--- src/hdl/pps_pkg.sv ---
// ----------------------------------------------------------------------------
// pps_pkg
// Shared types and constants for the PPM pixel serializer.
// ----------------------------------------------------------------------------
package pps_pkg;

    localparam int CHAN_W        = 16;
    localparam int BCD_W         = 20;
    localparam int LINE_W        = 7;
    localparam int PPS_QUEUE_DEPTH = 2;

    localparam logic [7:0] LINE_LIMIT = 8'd70;
    localparam logic [7:0] ASCII_ZERO = 8'h30;
    localparam logic [7:0] ASCII_SP   = 8'h20;
    localparam logic [7:0] ASCII_LF   = 8'h0A;

    localparam logic [0:0] CFG_BINARY_MODE = 1'b0;
    localparam logic [0:0] CFG_MAX_VALUE   = 1'b1;

    // one pixel, classified and converted, ready for byte emission
    typedef struct packed {
        logic                          binary;
        logic                          wide;
        logic [2:0]                    digits;
        logic                          brk;
        logic [2:0][CHAN_W-1:0]        chan;
        logic [2:0][BCD_W-1:0]         bcd;
    } pps_job_t;

endpackage

--- src/hdl/pps_front.sv ---
// ----------------------------------------------------------------------------
// pps_front
// Accepts pixels, clamps channels, does line accounting and converts each
// channel to BCD in a two-stage double-dabble pipeline.
// ----------------------------------------------------------------------------
module pps_front (
    input  logic                   aclk,
    input  logic                   aresetn,
    input  logic                   binary_mode,
    input  logic [15:0]            max_value,
    input  logic                   s_valid,
    output logic                   s_ready,
    input  logic [15:0]            s_red,
    input  logic [15:0]            s_green,
    input  logic [15:0]            s_blue,
    output logic                   job_valid,
    input  logic                   job_ready,
    output pps_pkg::pps_job_t      job
);
    import pps_pkg::*;

    function automatic logic [BCD_W-1:0] dabble8(input logic [BCD_W-1:0] bcd_in,
                                                 input logic [7:0] bits);
        logic [BCD_W-1:0] b;
        b = bcd_in;
        for (int i = 7; i >= 0; i--) begin
            for (int n = 0; n < BCD_W / 4; n++) begin
                if (b[4*n +: 4] >= 4'd5) begin
                    b[4*n +: 4] = b[4*n +: 4] + 4'd3;
                end
            end
            b = {b[BCD_W-2:0], bits[i]};
        end
        return b;
    endfunction

    logic        va_reg, vb_reg, vc_reg;
    pps_job_t    ja_reg, jb_reg, jc_reg;
    pps_job_t    ja_next, jb_next, jc_next;
    logic        en_a, en_b, en_c;
    logic [LINE_W-1:0] line_chars_reg, line_chars_next;
    logic [2:0]  digits;
    logic        wide;
    logic [4:0]  cnt, pw;
    logic [7:0]  line_sum;
    logic        brk;
    logic [2:0][CHAN_W-1:0] raw;

    assign en_c    = !vc_reg || job_ready;
    assign en_b    = !vb_reg || en_c;
    assign en_a    = !va_reg || en_b;
    assign s_ready = en_a;

    assign job_valid = vc_reg;
    assign job       = jc_reg;

    assign raw = {s_blue, s_green, s_red};

    always_comb begin
        if (max_value >= 16'd10000) begin
            digits = 3'd5;
        end else if (max_value >= 16'd1000) begin
            digits = 3'd4;
        end else if (max_value >= 16'd100) begin
            digits = 3'd3;
        end else if (max_value >= 16'd10) begin
            digits = 3'd2;
        end else begin
            digits = 3'd1;
        end
        wide = max_value > 16'd255;
        if (binary_mode) begin
            cnt = wide ? 5'd6 : 5'd3;
            pw  = wide ? 5'd2 : 5'd1;
        end else begin
            cnt = 5'({2'b00, digits} + 5'd1) * 5'd3;
            pw  = cnt;
        end
        line_sum        = {1'b0, line_chars_reg} + {3'b000, pw};
        brk             = line_sum > LINE_LIMIT;
        line_chars_next = (brk ? '0 : line_chars_reg) + {2'b00, cnt};

        ja_next        = '0;
        ja_next.binary = binary_mode;
        ja_next.wide   = wide;
        ja_next.digits = digits;
        ja_next.brk    = brk;
        for (int c = 0; c < 3; c++) begin
            ja_next.chan[c] = (raw[c] > max_value) ? max_value : raw[c];
        end

        jb_next = ja_reg;
        jc_next = jb_reg;
        for (int c = 0; c < 3; c++) begin
            jb_next.bcd[c] = dabble8('0, ja_reg.chan[c][15:8]);
            jc_next.bcd[c] = dabble8(jb_reg.bcd[c], jb_reg.chan[c][7:0]);
        end
    end

    always_ff @(posedge aclk) begin
        if (!aresetn) begin
            va_reg         <= 1'b0;
            vb_reg         <= 1'b0;
            vc_reg         <= 1'b0;
            line_chars_reg <= '0;
        end else begin
            if (en_a) begin
                va_reg <= s_valid;
            end
            if (en_b) begin
                vb_reg <= va_reg;
            end
            if (en_c) begin
                vc_reg <= vb_reg;
            end
            if (s_valid && en_a) begin
                line_chars_reg <= line_chars_next;
            end
        end
    end

    always_ff @(posedge aclk) begin
        if (en_a) begin
            ja_reg <= ja_next;
        end
        if (en_b) begin
            jb_reg <= jb_next;
        end
        if (en_c) begin
            jc_reg <= jc_next;
        end
    end

endmodule

--- src/hdl/pps_queue.sv ---
// ----------------------------------------------------------------------------
// pps_queue
// Small FIFO of converted pixels between the front and back ends.
// ----------------------------------------------------------------------------
module pps_queue #(
    parameter int QUEUE_DEPTH = pps_pkg::PPS_QUEUE_DEPTH
) (
    input  logic                   aclk,
    input  logic                   aresetn,
    input  logic                   in_valid,
    output logic                   in_ready,
    input  pps_pkg::pps_job_t      in_job,
    output logic                   out_valid,
    input  logic                   out_pop,
    output pps_pkg::pps_job_t      out_job
);
    import pps_pkg::*;

    localparam int PTR_W = $clog2(QUEUE_DEPTH);
    localparam int CNT_W = $clog2(QUEUE_DEPTH + 1);
    localparam logic [PTR_W-1:0] PTR_LAST = PTR_W'(QUEUE_DEPTH - 1);
    localparam logic [CNT_W-1:0] CNT_FULL = CNT_W'(QUEUE_DEPTH);

    pps_job_t          mem_reg [QUEUE_DEPTH];
    logic [PTR_W-1:0]  wr_ptr_reg, rd_ptr_reg;
    logic [CNT_W-1:0]  count_reg;
    logic              push, pop;

    assign in_ready  = count_reg != CNT_FULL;
    assign out_valid = count_reg != '0;
    assign out_job   = mem_reg[rd_ptr_reg];
    assign push      = in_valid && in_ready;
    assign pop       = out_pop && out_valid;

    always_ff @(posedge aclk) begin
        if (!aresetn) begin
            wr_ptr_reg <= '0;
            rd_ptr_reg <= '0;
            count_reg  <= '0;
        end else begin
            if (push) begin
                wr_ptr_reg <= (wr_ptr_reg == PTR_LAST) ? '0 : wr_ptr_reg + PTR_W'(1);
            end
            if (pop) begin
                rd_ptr_reg <= (rd_ptr_reg == PTR_LAST) ? '0 : rd_ptr_reg + PTR_W'(1);
            end
            if (push && !pop) begin
                count_reg <= count_reg + CNT_W'(1);
            end else if (pop && !push) begin
                count_reg <= count_reg - CNT_W'(1);
            end
        end
    end

    always_ff @(posedge aclk) begin
        if (push) begin
            mem_reg[wr_ptr_reg] <= in_job;
        end
    end

endmodule

--- src/hdl/pps_back.sv ---
// ----------------------------------------------------------------------------
// pps_back
// Walks one queued pixel byte by byte into a registered output word.
// ----------------------------------------------------------------------------
module pps_back (
    input  logic                   aclk,
    input  logic                   aresetn,
    input  logic                   job_valid,
    output logic                   job_pop,
    input  pps_pkg::pps_job_t      job,
    output logic                   m_valid,
    input  logic                   m_ready,
    output logic [7:0]             m_out_byte,
    output logic                   m_last_byte
);
    import pps_pkg::*;

    logic [1:0]       ch_reg;
    logic [2:0]       pos_reg;
    logic             m_valid_reg, m_last_reg;
    logic [7:0]       m_byte_reg;
    logic             emit, last;
    logic [2:0]       end_pos, j;
    logic [7:0]       cur_byte;
    logic [CHAN_W-1:0] chan_sel;
    logic [BCD_W-1:0] bcd_sel, bcd_sh;

    assign m_valid     = m_valid_reg;
    assign m_out_byte  = m_byte_reg;
    assign m_last_byte = m_last_reg;

    always_comb begin
        chan_sel = job.chan[ch_reg];
        bcd_sel  = job.bcd[ch_reg];
        j        = job.digits - 3'd1 - pos_reg;
        bcd_sh   = bcd_sel >> {j, 2'b00};
        if (job.binary) begin
            end_pos = job.wide ? 3'd1 : 3'd0;
            if (job.wide && pos_reg == 3'd0) begin
                cur_byte = chan_sel[15:8];
            end else begin
                cur_byte = chan_sel[7:0];
            end
        end else begin
            end_pos = job.digits;
            if (pos_reg == job.digits) begin
                cur_byte = (ch_reg == 2'd2 && job.brk) ? ASCII_LF : ASCII_SP;
            end else if (j != 3'd0 && bcd_sh == '0) begin
                cur_byte = ASCII_SP;
            end else begin
                cur_byte = ASCII_ZERO + {4'h0, bcd_sh[3:0]};
            end
        end
        last    = (ch_reg == 2'd2) && (pos_reg == end_pos);
        emit    = job_valid && (!m_valid_reg || m_ready);
        job_pop = emit && last;
    end

    always_ff @(posedge aclk) begin
        if (!aresetn) begin
            m_valid_reg <= 1'b0;
            ch_reg      <= '0;
            pos_reg     <= '0;
        end else begin
            if (emit) begin
                m_valid_reg <= 1'b1;
            end else if (m_ready) begin
                m_valid_reg <= 1'b0;
            end
            if (emit) begin
                if (pos_reg == end_pos) begin
                    pos_reg <= '0;
                    ch_reg  <= last ? 2'd0 : ch_reg + 2'd1;
                end else begin
                    pos_reg <= pos_reg + 3'd1;
                end
            end
        end
    end

    always_ff @(posedge aclk) begin
        if (emit) begin
            m_byte_reg <= cur_byte;
            m_last_reg <= last;
        end
    end

endmodule

--- src/hdl/ppm_pixel_serializer_core.sv ---
// ----------------------------------------------------------------------------
// ppm_pixel_serializer_core
// RGB pixel to PPM body byte stream, text or binary.
// ----------------------------------------------------------------------------
// One pixel is accepted per word on s_*, and its bytes leave one per cycle on
// m_* while m_ready is not stalling them: 3 or 6 bytes per pixel in binary
// mode, 3 * (digits + 1) bytes (6 to 18) in text mode. The front end clamps,
// keeps the line count and converts to BCD in a three-stage pipeline; bytes
// leave through the queue and an output register. A queue of QUEUE_DEPTH
// pixels lets the front keep taking pixels while the output stalls. The user
// must write cfg_* configuration only while idle; this is not enforced.
module ppm_pixel_serializer_core #(
    parameter int QUEUE_DEPTH = pps_pkg::PPS_QUEUE_DEPTH
) (
    input  logic        aclk,
    input  logic        aresetn,
    input  logic        cfg_wr_en,
    input  logic [0:0]  cfg_index,
    input  logic [15:0] cfg_data,
    input  logic        s_valid,
    output logic        s_ready,
    input  logic [15:0] s_red,
    input  logic [15:0] s_green,
    input  logic [15:0] s_blue,
    output logic        m_valid,
    input  logic        m_ready,
    output logic [7:0]  m_out_byte,
    output logic        m_last_byte
);
    import pps_pkg::*;

    logic        binary_mode_reg;
    logic [15:0] max_value_reg;
    logic        f_valid, f_ready, q_valid, q_pop;
    pps_job_t    f_job, q_job;

    always_ff @(posedge aclk) begin
        if (!aresetn) begin
            binary_mode_reg <= 1'b0;
            max_value_reg   <= 16'd255;
        end else if (cfg_wr_en) begin
            unique case (cfg_index)
                CFG_BINARY_MODE: binary_mode_reg <= cfg_data[0];
                CFG_MAX_VALUE:   max_value_reg   <= cfg_data;
                default: ;
            endcase
        end
    end

    pps_front u_front (
        .aclk        (aclk),
        .aresetn     (aresetn),
        .binary_mode (binary_mode_reg),
        .max_value   (max_value_reg),
        .s_valid     (s_valid),
        .s_ready     (s_ready),
        .s_red       (s_red),
        .s_green     (s_green),
        .s_blue      (s_blue),
        .job_valid   (f_valid),
        .job_ready   (f_ready),
        .job         (f_job)
    );

    pps_queue #(
        .QUEUE_DEPTH (QUEUE_DEPTH)
    ) u_queue (
        .aclk      (aclk),
        .aresetn   (aresetn),
        .in_valid  (f_valid),
        .in_ready  (f_ready),
        .in_job    (f_job),
        .out_valid (q_valid),
        .out_pop   (q_pop),
        .out_job   (q_job)
    );

    pps_back u_back (
        .aclk        (aclk),
        .aresetn     (aresetn),
        .job_valid   (q_valid),
        .job_pop     (q_pop),
        .job         (q_job),
        .m_valid     (m_valid),
        .m_ready     (m_ready),
        .m_out_byte  (m_out_byte),
        .m_last_byte (m_last_byte)
    );

endmodule

--- config.mk ---
export PLATFORM = sky130hd
export DESIGN_NAME = ppm_pixel_serializer_core
export DESIGN_NICKNAME = d
export VERILOG_FILES = /design/src/hdl/pps_pkg.sv /design/src/hdl/pps_front.sv /design/src/hdl/pps_queue.sv /design/src/hdl/pps_back.sv /design/src/hdl/ppm_pixel_serializer_core.sv
export SDC_FILE = /design/constraint.sdc
export NUM_CORES = 1
export LEC_CHECK = 0
export BUFFER_PORTS_ARGS = -buffer_cell sky130_fd_sc_hd__buf_2
export CAP_MARGIN = 10
export CORE_MARGIN = 10
export CORE_UTILIZATION = 40
export DETAILED_ROUTE_END_ITERATION = 8
export PLACE_DENSITY_LB_ADDON = 0.1
export SLEW_MARGIN = 0
export SYNTH_ARGS = -nofsm -noshare
export SYNTH_HDL_FRONTEND = slang
export SYNTH_HIERARCHICAL = 1
export SYNTH_SLANG_ARGS = --single-unit
export TNS_END_PERCENT = 20
--- constraint.sdc ---
create_clock -name aclk -period 7.3 [get_ports aclk]
set_input_delay 1.46 -clock aclk [delete_from_list [all_inputs] [get_ports aclk]]
set_output_delay 1.46 -clock aclk [all_outputs]
set_load 0.02 [all_outputs]
==> out/qor.csv, run 1 <==
metric,value,unit
clock-pin slew on the worst setup and hold paths,0.06,ns
1st-pass router iterations,5,
Synth-to-Final Area Change,10.93,%
Port Buffers,80,
dpl ws,-0.3136,ns
synthesized net count,3501,
Worst EP required,7.72,ns
FP Rows,107,
critical path launch point,u_front/jb_reg[24]$_DFFE_PP_,
list of most frequent post-synthesis cells,"edfxtp_1 (483), nand2_1 (219), nor2_1 (215)",
Final Hold Viols,0,
worst clock skew,0.03978,ns
fin crit share,95.80,%
clk buf depth,3,
syn_area_per_cell,10.65,um^2
run status,finished clean,
Critical Path Max Stage Delay,0.43,ns
PnR worst setup slack,0.3067,ns
warnings from Yosys,6,
Core Region,85550,um^2
antenna-violating nets left,0,
critical path depth,34,
post-synth top area cell,edfxtp_1,
Setup Crit Path Kind,register to register,
total track usage,16.90,%
GR Overflow Total,0,
Die ar.,98760,um^2
number of flip-flops under the largest register name,228,
most area-consuming cells after synthesis,"edfxtp_1 (42%), ha_1 (6.3%), mux2_2 (4.3%)",
antenna violations before repair,1,
global-route wire length before repair,135000,um
worst-margin pin slew,1.148,ns
Fmax achieved,0.1430,GHz
reg-to-reg startpoint,u_front/jb_reg[24]$_DFFE_PP_,
DR WL/cell,19.15,um
CTS Root Buffer Type,clkbuf_16,
synth unique cells,140,
Fin Setup TNS,0,ns
fill count,7890,
Critical Path Source Type,register,
crit path DAT,7.42,ns
final setup vio count,0,
Reg2Reg Depth,34,
Yosys top cell area share,41.88,%
min Tclk post-route,6.993,ns
Die Height,314.3,um
Syn Std Cell Area,34640,um^2
dominant cell by count in the synthesized netlist,edfxtp_1,
Util after Layout,44.91,%
async set-or-reset flop fraction in the synthesized netlist,0,%
Post-synth top flop,edfxtp_1,
clock sinks,521,
Die X,314.3,um
num ports,81,
fraction of layout cells with a size suffix above 1,18.89,%
Final GP Congestion,0.8428,
maxcap violations,0,
via/cell ratio,5.596,
relative max-transition margin,23.01,%
Final Max Slew Viols,0,
HP Class,register to register,
CP max FO,10,
largest net degree at the start of global routing,78,
vias in the first global route,24220,
sequential fraction of the synthesis area,44.07,%
unrepaired setup endpoints after global routing,yes,
flop2flop setup slack,0.31,ns
Hold Path Origin,u_front/ja_reg[99]$_DFFE_PN_,
Synth Instances,3253,
Critical Path Sink Type,register,
hold depth,0,
"EDFF count, synth",483,
clock buffer count from CTS,56,
DRC Markers,0,
CTS tree,yes,
Final nets,3575,
Seq cells post-synth,521,
DRT Wirelength,86510,um
clk_lat worst skew,0.63,ns
H-Tree Depth,2,
HPWL after DPL,63600,um
"CP delay by family, top",compound AO/OA/AOI/OAI gates,
critical path's slowest cell,edfxtp_1,
Bufs and invs on worst path,5,
routed vias,25280,
starting DRC count in detailed routing,1822,
initial core utilization,40.49,%
-- metal layers --
| layer | global-route usage (%) | share of wire (%) | up-vias |
|---|---|---|---|
| met2 | 28.67 | 48 | 493 |
| met5 | 0 | 0 | - |
| met3 | 1.936 | 3.6 | 77 |
| met1 | 23.04 | 47 | 12240 |
| met4 | 3.345 | 1.6 | 0 |
| li1 | - | - | 12470 |
-- per-stage QoR --
stage	cell area (um^2)	instances	hold slack (ns)
floorplan	34640	3253	0.4003
global placement	36070	4382	0.4019
detailed placement	36070	4382	0.4045
CTS	37940	4489	0.4154
global route	38420	4516	0.4048
finish	38420	4517	0.4177
-- path summary, 6_finish.rpt --
path                             endpoint
max             u_front/job[32]$_DFFE_PP_
min          u_front/jb_reg[99]$_DFFE_PP_
max reg2reg     u_front/job[32]$_DFFE_PP_
min reg2reg  u_front/jb_reg[99]$_DFFE_PP_
-- placed cells by master (no fill, tap or decap), drive strengths merged, types with 25 or more instances in the layout --
master	count
a211oi	33
a21boi	34
a21o	38
a21oi	210
a22oi	25
a31oi	31
and2	34
buf	148
clkbuf	65
clkinv	25
dfxtp	38
edfxtp	483
ha	174
inv	201
mux2	196
mux2i	104
nand2	220
nand2b	58
nand3	81
nor2	218
nor2b	37
nor3	71
o211ai	58
o21a	32
o21ai	224
o22ai	29
xnor2	72
-- cell type report --
class                      instances  area (um^2)  area share [%]
antenna                            1        2.502        0.006513
clock buffer                      64         1431           3.725
clock inverter                    39        385.4           1.003
inverter                         199        757.0           1.970
multi-input combinational       2399        18220           47.41
sequential                       521        15270           39.74
tap                             1144         1431           3.725
timing repair buffer             150        927.1           2.413
-- logic make-up (layout without fill, tap and decap cells) --
| kind of cell | Yosys count | after routing | share of synthesized area [%] |
|---|---|---|---|
| compound gates | 960 | 960 | 19.49 |
| simple gates | 855 | 855 | 12.22 |
| flops | 521 | 521 | 44.07 |
| buf+inv | 333 | 452 | 4.288 |
| mux | 301 | 301 | 10.17 |
| fa+ha+maj | 183 | 183 | 6.665 |
| xor+xnor | 99 | 99 | 3.092 |
| other cells | 1 | 2 | 0.01083 |
-- what timing repair did --
item | in CTS | in global routing
hold buffers | 0 | 0
buffers inserted | 4 | 24
pin swaps | 0 | 15
endpoints found under the setup margin | 12 | 33
gates resized for setup | 5 | 61
gates cloned | 0 | 1
Power of run 1 is not shown: default switching activity piles up to over one toggle a cycle in this logic, so the estimate is an artifact.
==> inputs of run 2 (changes only) <==
- GPL_ROUTABILITY_DRIVEN: default -> 0
- clock period: 7.3 -> 8.2 ns (I/O delays scaled with it)
==> run 2 against run 1 <==
  * Count of clock-buffer cells in the layout up 12
  * Register-to-register slack gained 0.38 ns
  * Sequential share of layout area rose by 0.54 points
  * Critical path type unchanged
  * Critical endpoint is now u_front/job[18]$_DFFE_PP_
  * Highest routed layer unchanged
==> out/qor.csv, run 2 (synthesis results as in run 1) <==
metric,value,unit,change
# hold bufs at CTS,0,,unchanged
Worst EP required,8.55,ns,was 7.72 ns
unrepaired setup endpoints after global routing,no,,was yes
FP Rows,107,,unchanged
GR Overflow Total,0,,unchanged
Reg2Reg Depth,34,,unchanged
critical path's slowest cell,xor3_1,,was edfxtp_1
largest net degree at the start of global routing,71,,was 78
Setup Crit Path Kind,register to register,,unchanged
worst clock skew,0.05801,ns,was 0.03978 ns
fill count,7911,,was 7890
Final nets,3532,,was 3575
1st-pass router iterations,7,,was 5
fraction of layout cells with a size suffix above 1,16.58,%,was 18.89%
HP Class,register to register,,unchanged
"most common cell after layout, fill and taps aside",edfxtp_1,,unchanged
flop2flop setup slack,0.69,ns,was 0.31 ns
reg2reg end,u_front/job[18]$_DFFE_PP_,,was u_front/job[32]$_DFFE_PP_
crit path DAT,7.86,ns,was 7.42 ns
worst-margin pin slew,1.195,ns,was 1.148 ns
Hold Path Origin,u_front/ja_reg[92]$_DFFE_PN_,,was u_front/ja_reg[99]$_DFFE_PN_
DRC Markers,0,,unchanged
clk_lat worst skew,0.66,ns,was 0.63 ns
num ports,81,,unchanged
Port Buffers,80,,unchanged
H-Tree Depth,2,,unchanged
starting DRC count in detailed routing,1689,,was 1822
clock buffer count from CTS,59,,was 56
clock sinks,521,,unchanged
Crit path top cell by count,ha_1,,
global-route wire length before repair,134200,um,was 135000 um
Reg area,15270,um^2,unchanged
CTS tree,yes,,unchanged
Fin Setup TNS,0,ns,unchanged
Final Hold Viols,0,,unchanged
DRT Wirelength,85580,um,was 86510 um
DR WL/cell,19.13,um,was 19.15 um
min Tclk post-route,7.514,ns,was 6.993 ns
relative max-transition margin,19.86,%,was 23.01%
CP max FO,8,,was 10
Synth-to-Final Area Change,9.454,%,was 10.93%
Die Height,314.3,um,unchanged
clk buf depth,3,,unchanged
Critical Path Source Type,register,,unchanged
fin crit share,91.64,%,was 95.80%
final setup vio count,0,,unchanged
antenna-violating nets left,0,,unchanged
antenna violations before repair,1,,unchanged
Multi-input gate area,17980,um^2,was 18220 um^2
CTS Root Buffer Type,clkbuf_16,,unchanged
reg-to-reg startpoint,u_front/jb_reg[5]$_DFFE_PP_,,was u_front/jb_reg[24]$_DFFE_PP_
maxcap violations,0,,unchanged
# diodes,0,,was 1
Critical Path Sink Type,register,,unchanged
Final Max Slew Viols,0,,unchanged
Die ar.,98760,um^2,unchanged
vias in the first global route,24000,,was 24220
number of flip-flops under the largest register name,228,,unchanged
total track usage,16.63,%,was 16.90%
Fmax achieved,0.1331,GHz,was 0.1430 GHz
hold depth,0,,unchanged
Die X,314.3,um,unchanged
initial core utilization,40.49,%,unchanged
clock-pin slew on the worst setup and hold paths,0.06,ns,about the same
"commonest non-fill, non-tap cells in the layout","edfxtp_1 (483), nand2_1 (218), nor2_1 (214), a21oi_1 (197), o21ai_0 (185)",,"was edfxtp_1 (483), nand2_1 (218), nor2_1 (211), a21oi_1 (187), o21ai_0 (182)"
via/cell ratio,5.656,,was 5.596
Critical Path Max Stage Delay,0.46,ns,was 0.43 ns
routed vias,25310,,was 25280
Core Region,85550,um^2,unchanged
hold-critical path endpoint,u_front/jb_reg[92]$_DFFE_PP_,,was u_front/jb_reg[99]$_DFFE_PP_
run status,finished clean,,unchanged
HPWL after DPL,63230,um,was 63600 um
## run 2: changes by cell type in the layout (fill, tap and decap cells not counted), sizes merged
cell / delta
bufinv: -1
diode: -1
clkbuf: +11
clkinvlp: -2
buf: -44
inv: -1
clkinv: -4
clkdlybuf4s15: -1
## run 2: layout make-up
cell class	count	area share [%]
flip-flops and latches	521	40.28
repair buffers	104	1.518
clock inverters	31	0.9274
inverters	199	1.997
well taps	1144	3.776
clock buffers	76	4.063
multi-input cells	2399	47.44
## run 2: timing repair
action / 4_1_cts / 5_1_grt
gates resized for setup: 0 / 13
buffers inserted: 0 / 2
hold endpoints to repair: 0 / 0
endpoints found under the setup margin: 0 / 17
## run 2: how the worst max path moves through the flow
stage | startpoint | endpoint | slack, ns | cells after the start
finish | u_front/jb_reg[5]$_DFFE_PP_ | u_front/job[18]$_DFFE_PP_ | 0.69 | 34
global route | u_front/jb_reg[84]$_DFFE_PP_ | u_front/job[32]$_DFFE_PP_ | 0.02 | 32
CTS | u_front/jb_reg[84]$_DFFE_PP_ | u_front/job[32]$_DFFE_PP_ | 0.41 | 32
detailed placement | u_front/jb_reg[84]$_DFFE_PP_ | u_front/job[32]$_DFFE_PP_ | 0.49 | 32
global placement | u_front/jb_reg[84]$_DFFE_PP_ | u_front/job[32]$_DFFE_PP_ | 0.89 | 32
floorplan | u_front/jb_reg[68]$_DFFE_PP_ | u_front/job[18]$_DFFE_PP_ | 1.18 | 35
## run 2: through the flow
step | area [um^2] | hold slack [ns] | setup slack [ns] | std cells | utilization, %
finish | 37910 | 0.3921 | 0.6857 | 4474 | 44.31
global route | 37910 | 0.4010 | 0.01862 | 4474 | 44.31
CTS | 37820 | 0.4047 | 0.4143 | 4471 | 44.21
detailed placement | 35930 | 0.4045 | 0.4877 | 4364 | 42.00
global placement | 35930 | 0.4006 | 0.8912 | 4363 | 41.99
floorplan | 34640 | 0.4003 | 1.183 | 3253 | -
## run 2: critical path: cells and delay by family (launching register included)
kind | cells | cell delay (ns)
flops | 1 | 0.45
mux | 1 | 0.29
simple gates | 9 | 1.45
compound gates | 8 | 1.88
buf+inv | 5 | 0.55
fa+ha+maj | 7 | 1.61
xor+xnor | 4 | 1.04
## run 2: routing by layer
| metal | part of all wire (%) | routed length [um] | vias to the layer above | global-route usage (%) |
|---|---|---|---|---|
| li1 | - | - | 12380 | - |
| met1 | 47 | 40160 | 12290 | 22.74 |
| met2 | 47 | 40630 | 532 | 27.79 |
| met3 | 3.7 | 3157 | 99 | 1.942 |
| met4 | 1.9 | 1637 | 0 | 4.006 |
| met5 | 0 | 0 | - | 0 |
Power of run 2 is left out for the same reason.
